### src/sv/dfq_pkg.sv
// types and codes shared by the duplicate-rejecting queue
package dfq_pkg;

  localparam int unsigned KEY_W    = 32;
  localparam int unsigned ELEM_W   = 16;
  localparam int unsigned ENTRY_W  = KEY_W + ELEM_W;
  localparam int unsigned ACTION_W = 2;
  localparam int unsigned STATUS_W = 3;
  localparam int unsigned OCC_W    = 5;

  localparam logic [ACTION_W-1:0] ACT_PUSH = 2'd0;
  localparam logic [ACTION_W-1:0] ACT_PEEK = 2'd1;
  localparam logic [ACTION_W-1:0] ACT_POP  = 2'd2;

  localparam logic [STATUS_W-1:0] STAT_PUSHED = 3'd0;
  localparam logic [STATUS_W-1:0] STAT_DUP    = 3'd1;
  localparam logic [STATUS_W-1:0] STAT_FULL   = 3'd2;
  localparam logic [STATUS_W-1:0] STAT_HEAD   = 3'd3;
  localparam logic [STATUS_W-1:0] STAT_EMPTY  = 3'd4;

  typedef struct packed {
    logic [ACTION_W-1:0] action;
    logic [KEY_W-1:0]    file_key;
    logic [ELEM_W-1:0]   element_index;
  } in_t;

  typedef struct packed {
    logic [STATUS_W-1:0] status;
    logic [KEY_W-1:0]    head_key;
    logic [ELEM_W-1:0]   head_element;
    logic [OCC_W-1:0]    occupancy;
  } out_t;

endpackage

### src/sv/dedup_fifo_queue.sv
// fifo of (file key, element) reservations that rejects pairs already queued
//
// in channel (in_valid/in_ready/in_data) takes one word per request: push a
// pair, peek the head or pop the head (action code 3 acts as a peek).
// out channel (out_valid/out_ready/out_data) gives exactly one word per
// request: status, head pair (zero unless status is head), and occupancy.
// a push walks the queued entries one per cycle through the single ram read
// port looking for an equal pair; peek and pop read the head, and a push to
// an empty queue writes its pair with no search.
// the request is taken only in idle, one request at a time; in_ready is low
// while a request is in work.
// the result sits in an output register; the next request may be taken while
// it waits, and that request holds in its final step until the receiver takes
// the earlier word.
// reset clears the pointers, the count and the output valid; the entry ram is
// not cleared since only queued entries are ever used.
module dedup_fifo_queue #(
  parameter int unsigned DEPTH = 16
) (
  input  logic          clk,
  input  logic          rst,
  input  logic          in_valid,
  output logic          in_ready,
  input  dfq_pkg::in_t  in_data,
  output logic          out_valid,
  input  logic          out_ready,
  output dfq_pkg::out_t out_data
);

  localparam int unsigned PTR_W = $clog2(DEPTH);
  localparam int unsigned CNT_W = $clog2(DEPTH + 1);
  localparam logic [PTR_W-1:0] LAST_SLOT = PTR_W'(DEPTH - 1);
  localparam logic [CNT_W-1:0] FULL_CNT  = CNT_W'(DEPTH);

  typedef enum logic [3:0] {
    S_IDLE   = 4'b0001,
    S_SEARCH = 4'b0010,
    S_HEAD   = 4'b0100,
    S_DONE   = 4'b1000
  } state_t;

  state_t                       state;
  logic [PTR_W-1:0]             head;
  logic [PTR_W-1:0]             tail;
  logic [CNT_W-1:0]             count;
  logic [PTR_W-1:0]             scan_ptr;
  logic [CNT_W-1:0]             scan_n;
  dfq_pkg::in_t                 item;
  dfq_pkg::out_t                res;

  logic                         accept;
  logic                         ram_we;
  logic [PTR_W-1:0]             ram_raddr;
  logic [dfq_pkg::ENTRY_W-1:0]  ram_wdata;
  logic [dfq_pkg::ENTRY_W-1:0]  ram_rdata;
  logic                         ram_re;
  logic                         match;
  logic                         scan_last;
  logic                         out_free;

  function automatic logic [PTR_W-1:0] next_slot(input logic [PTR_W-1:0] p);
    next_slot = (p == LAST_SLOT) ? '0 : p + PTR_W'(1);
  endfunction

  assign in_ready  = (state == S_IDLE);
  assign accept    = in_valid && in_ready;
  assign out_free  = !out_valid || out_ready;
  assign match     = (ram_rdata == {item.file_key, item.element_index});
  assign scan_last = (scan_n == count);

  // head is read on every accept; peek/pop use it, push starts its scan there
  assign ram_re    = (state == S_IDLE) || (state == S_SEARCH);
  assign ram_raddr = (state == S_IDLE) ? head : scan_ptr;

  always_comb begin
    ram_we    = 1'b0;
    ram_wdata = {item.file_key, item.element_index};
    if (state == S_IDLE) begin
      ram_wdata = {in_data.file_key, in_data.element_index};
      ram_we    = accept && (in_data.action == dfq_pkg::ACT_PUSH) && (count == '0);
    end else if (state == S_SEARCH) begin
      ram_we = !match && scan_last && (count != FULL_CNT);
    end
  end

  dfq_ram #(
    .WIDTH (dfq_pkg::ENTRY_W),
    .DEPTH (DEPTH)
  ) u_store (
    .clk   (clk),
    .we    (ram_we),
    .waddr (tail),
    .wdata (ram_wdata),
    .re    (ram_re),
    .raddr (ram_raddr),
    .rdata (ram_rdata)
  );

  always_ff @(posedge clk) begin
    if (rst) begin
      state     <= S_IDLE;
      head      <= '0;
      tail      <= '0;
      count     <= '0;
      out_valid <= 1'b0;
    end else begin
      if (out_valid && out_ready && (state != S_DONE)) begin
        out_valid <= 1'b0;
      end
      case (state)
        S_IDLE: begin
          if (accept) begin
            item     <= in_data;
            scan_ptr <= next_slot(head);
            scan_n   <= CNT_W'(1);
            res.head_key     <= '0;
            res.head_element <= '0;
            if (count == '0) begin
              if (in_data.action == dfq_pkg::ACT_PUSH) begin
                tail          <= next_slot(tail);
                count         <= CNT_W'(1);
                res.status    <= dfq_pkg::STAT_PUSHED;
                res.occupancy <= dfq_pkg::OCC_W'(1);
              end else begin
                res.status    <= dfq_pkg::STAT_EMPTY;
                res.occupancy <= dfq_pkg::OCC_W'(count);
              end
              state <= S_DONE;
            end else if (in_data.action == dfq_pkg::ACT_PUSH) begin
              res.occupancy <= dfq_pkg::OCC_W'(count);
              state         <= S_SEARCH;
            end else begin
              res.occupancy <= dfq_pkg::OCC_W'(count);
              state         <= S_HEAD;
            end
          end
        end
        S_SEARCH: begin
          // ram_rdata holds entry scan_n-1 counted from the head
          if (match) begin
            res.status <= dfq_pkg::STAT_DUP;
            state      <= S_DONE;
          end else if (scan_last) begin
            if (count == FULL_CNT) begin
              res.status <= dfq_pkg::STAT_FULL;
            end else begin
              tail          <= next_slot(tail);
              count         <= count + CNT_W'(1);
              res.status    <= dfq_pkg::STAT_PUSHED;
              res.occupancy <= dfq_pkg::OCC_W'(count + CNT_W'(1));
            end
            state <= S_DONE;
          end else begin
            scan_ptr <= next_slot(scan_ptr);
            scan_n   <= scan_n + CNT_W'(1);
          end
        end
        S_HEAD: begin
          res.status       <= dfq_pkg::STAT_HEAD;
          res.head_key     <= ram_rdata[dfq_pkg::ENTRY_W-1:dfq_pkg::ELEM_W];
          res.head_element <= ram_rdata[dfq_pkg::ELEM_W-1:0];
          if (item.action == dfq_pkg::ACT_POP) begin
            head          <= next_slot(head);
            count         <= count - CNT_W'(1);
            res.occupancy <= dfq_pkg::OCC_W'(count - CNT_W'(1));
          end
          state <= S_DONE;
        end
        S_DONE: begin
          if (out_free) begin
            out_valid <= 1'b1;
            out_data  <= res;
            state     <= S_IDLE;
          end
        end
        default: begin
          state <= S_IDLE;
        end
      endcase
    end
  end

endmodule

### src/sv/dfq_ram.sv
// generic single-write, single-read ram with registered read data
module dfq_ram #(
  parameter int unsigned WIDTH = 48,
  parameter int unsigned DEPTH = 16
) (
  input  logic                     clk,
  input  logic                     we,
  input  logic [$clog2(DEPTH)-1:0] waddr,
  input  logic [WIDTH-1:0]         wdata,
  input  logic                     re,
  input  logic [$clog2(DEPTH)-1:0] raddr,
  output logic [WIDTH-1:0]         rdata
);

  logic [WIDTH-1:0] mem [DEPTH];

  always_ff @(posedge clk) begin
    if (we) begin
      mem[waddr] <= wdata;
    end
    if (re) begin
      rdata <= mem[raddr];
    end
  end

endmodule

### config.mk
export PLATFORM = sky130hd
export DESIGN_NAME = dedup_fifo_queue
export DESIGN_NICKNAME = d
export VERILOG_FILES = /design/src/sv/dfq_pkg.sv /design/src/sv/dedup_fifo_queue.sv /design/src/sv/dfq_ram.sv
export SDC_FILE = /design/constraint.sdc
export NUM_CORES = 1
export LEC_CHECK = 0
export BUFFER_PORTS_ARGS = -buffer_cell sky130_fd_sc_hd__buf_4
export CORE_MARGIN = 2
export CORE_UTILIZATION = 60
export CTS_CLUSTER_DIAMETER = 80
export DETAILED_ROUTE_END_ITERATION = 7
export PLACE_DENSITY = 0.83
export SYNTH_ARGS = -nofsm -noshare
export SYNTH_HDL_FRONTEND = slang
export SYNTH_SLANG_ARGS = --single-unit
### constraint.sdc
create_clock -name clk -period 5.55 [get_ports clk]
set_input_delay 0 -clock clk [delete_from_list [all_inputs] [get_ports clk]]
set_output_delay 0 -clock clk [all_outputs]
set_load 0.03 [all_outputs]
==> summary.md <==
| Metric | Value |
|---|---|
| Final hold vios | `0` |
| Number of synthesized flops with an enable pin | `~990` |
| Synth top area share | `74.6%` |
| Vias per cell | `6.54` |
| Post-CTS Resized | `0` |
| Diode count | `0` |
| Reg-to-reg startpoint | `u_store.rdata[2]$_DFFE_PN_` |
| Register area share after synthesis | `75.6%` |
| Avg Inst Size Synth | `16.3 µm²` |
| Global-route wire length before repair | `141000 µm` |
| Final nets | `2654` |
| Crit. End Element | `register` |
| MaxCap Viol Count | `0` |
| Die Wd | `261 µm` |
| Vias | `23000` |
| Unrepaired setup endpoints after global routing | `false` |
| Placed Area | `41400 µm²` |
| Setup CP Type | `reg -> reg` |
| Setup_tns | `0 ns` |
| Routed WL per cell | `between 20 and 30 µm` |
| Lkg Pwr | `between 15 and 20 nW` |
| Worst Reg2Reg Path Length in Cells | `8` |
| Violation count after the first detailed-route iteration | `3446` |
| Cell taking the most area after synthesis | `edfxtp_1` |
| Clock Latency Late Sink | `roughly 0.67 ns` |
| TritonRoute pass-1 iters | `6` |
| Core area | `around 66000 µm²` |
| Peak supply drop | `0.000549 V` |
| Worst-margin pin slew | `1.26 ns` |
| Hold slack final | `a little over 0.07 ns` |
| # fillers | `3973` |
| Max_slew headroom | `16.1%` |
| Initial antenna violation count | `4` |
| RR Endpoint | `u_store.mem[6][15]$_DFFE_PP_` |
| Startpoint of the worst hold path | `in_data[49]` |
| Crit-path max FO | `32` |
| Total routed wirelength | `between 90000 and 100000 µm` |
| Synth warn | `0` |
| Dpl cells | `3305` |
| Async SR Flop Fraction | `0%` |
| Area of the multi-input gates | `9040 µm²` |
| Reg area | `approximately 30000 µm²` |
| Most frequent cells in the layout | `edfxtp_1 (987), nand2_1 (481), buf_4 (145)` |
| Clock Sinks | `1005` |
| Num CTS Buffers | `93` |
| Distinct cells, synth | `53` |
| Required @ worst endpoint | `about 6 ns` |
| HPWL Detailed | `52800 µm` |
| CP startpoint kind | `register` |
| Layout Skew | `0.0435 ns` |
| Area grow syn2layout | `12.9%` |
| Final instance area | `~45000 µm²` |
| Final GP Congestion | `0.848` |
| Most common cell after layout, fill and taps aside | `edfxtp_1` |
| Clock H-tree levels | `3` |
| Largest cells by area after synthesis | `edfxtp_1 (75%), nand2_1 (4.6%), mux4_2 (3.7%), mux2i_1 (2.9%), and2_1 (1.5%)` |
| Slew Limit Fails | `0` |
| # IOs | `112` |
| Gate count of the mapped netlist | `2429` |
| Core Util, Final | `between 60% and 70%` |
| GRT Util Overall | `~28%` |
| GR Overflow Total | `0` |
| DP Worst Slack | `1.20 ns` |
| Final Critical Period | `4.76 ns` |
| Setup Fix Bufs, Post-CTS | `0` |
| Hold endpoint | `item[49]$_DFFE_PP_` |
| Root buffer cell | `clkbuf_16` |
| Crit share post-route | `a little under nine tenths` |
| Yosys reg bits | `1005` |
| Post-route ant nets | `0` |
| Vias in the first global route | `22400` |
| CTS tree | `built` |
| Synth Flop Type | `edfxtp_1` |
| Share of layout cells above drive strength 1 | `14.3%` |
| Largest net degree at the start of global routing | `139` |
| Status | `finished, final reports clean` |
| Pwr dens | `550 nW/µm²` |
| Total die area | `68300 µm²` |
| Net Count, Synth | `2494` |
| Pwr Total | `24.6 mW` |
| DRC viols | `0` |
| Final setup violation count | `0` |
| Hold Crit Class | `in -> reg` |
| Post-route insts no fill | `3525` |
| Worst setup margin | `0.785 ns` |
| PortBufs | `111` |
| Synth Cell Area | `39700 µm²` |
| Initial core utilization | `60.5%` |
| WHS Path Cells | `2` |
| Chip Height | `261 µm` |
| Worst path arrival time | `5.13 ns` |
| R2r setup slk | `0.79 ns` |
| Hold Buf Count CTS | `53` |
| Clock buffer depth | `3` |
| Row cnt | `between 90 and 100` |
| Clock transition at path regs | `0.06 ns` |
| Fmax | `210 MHz` |
-- sequential cells by signal (all words and copies together), names as in the netlist --
name / cells
scan_ptr: 4
scan_n: 5
u_store.rdata: 48
count: 5
head: 4
tail: 4
u_store.mem: 768
out_data: 56
state: 4
out_valid: 1
res: 56
item: 50
-- Yosys cell counts, types with 25 or more instances --
cell / number
buf_2: 43
nand3_1: 28
a311oi_1: 57
a211oi_1: 79
mux2i_1: 115
and2_1: 95
edfxtp_1: 987
mux4_2: 65
nand2_1: 482
and3_1: 37
o31a_1: 28
clkbuf_1: 67
xor2_1: 56
and2_0: 32
nor2_1: 25
-- worst max-delay path, cell delays in order (launching register included) --
cell and delay, ns:
edfxtp_1 0.41, xor2_1 0.21, nor4_1 1.00, nand4_1 0.42
nor3_1 0.56, buf_4 0.23, o21ai_1 0.35, and3_2 0.80
buf_4 0.45
-- layout make-up --
class	instances	share of cell area (%)
multi-input combinational	1275	20.2
tap	864	2.41
clock buffer	115	5.56
sequential	1005	66.9
inverter	9	0.0753
clock inverter	52	0.952
timing repair buffer	205	3.92
-- power breakdown --
part / switching, mW / total, mW / internal (mW)
Sequential: 0.285 / 10.7 / 10.4
Clock: 2.71 / 6.17 / 3.47
Combinational: 5.34 / 7.82 / 2.48
-- cells by family (layout without fill, tap and decap cells) --
| family | after synthesis | count (layout) | synth area share [%] |
|---|---|---|---|
| flip-flops | 1005 | 1005 | 75.6 |
| AO/OA/AOI/OAI | 265 | 265 | 5.21 |
| XOR/XNOR | 62 | 62 | 1.37 |
| buffers and inverters | 149 | 381 | 1.87 |
| multiplexers | 191 | 191 | 7.10 |
| AND/OR/NAND/NOR | 746 | 746 | 8.54 |
| adder cells (fa/ha/maj) | 11 | 11 | 0.366 |
-- layer usage --
layer	vias up	GRT usage, %	routed length, µm
met5	-	0	13
li1	9631	-	-
met2	1826	44.9	46100
met4	2	11.0	3420
met3	247	5.58	11800
met1	11300	39.4	35200
-- worst max path at each step --
stage / startpoint / endpoint / slack (ns) / cells after the start
5_1_grt: u_store.rdata[2]$_DFFE_PN_ / u_store.mem[6][15]$_DFFE_PP_ / 0.80 / 8
4_1_cts: u_store.rdata[24]$_DFFE_PN_ / u_store.mem[6][15]$_DFFE_PP_ / 1.02 / 8
3_3_place_gp: u_store.rdata[24]$_DFFE_PN_ / u_store.mem[6][11]$_DFFE_PP_ / 1.29 / 8
3_5_place_dp: u_store.rdata[24]$_DFFE_PN_ / u_store.mem[6][9]$_DFFE_PP_ / 1.20 / 8
6_report: u_store.rdata[2]$_DFFE_PN_ / u_store.mem[6][15]$_DFFE_PP_ / 0.79 / 8
2_1_floorplan: state[1]$_SDFFE_PP0P_ / res[10]$_SDFFCE_PN0P_ / 1.34 / 6
Note: power is estimated with default switching activity, not from simulation.
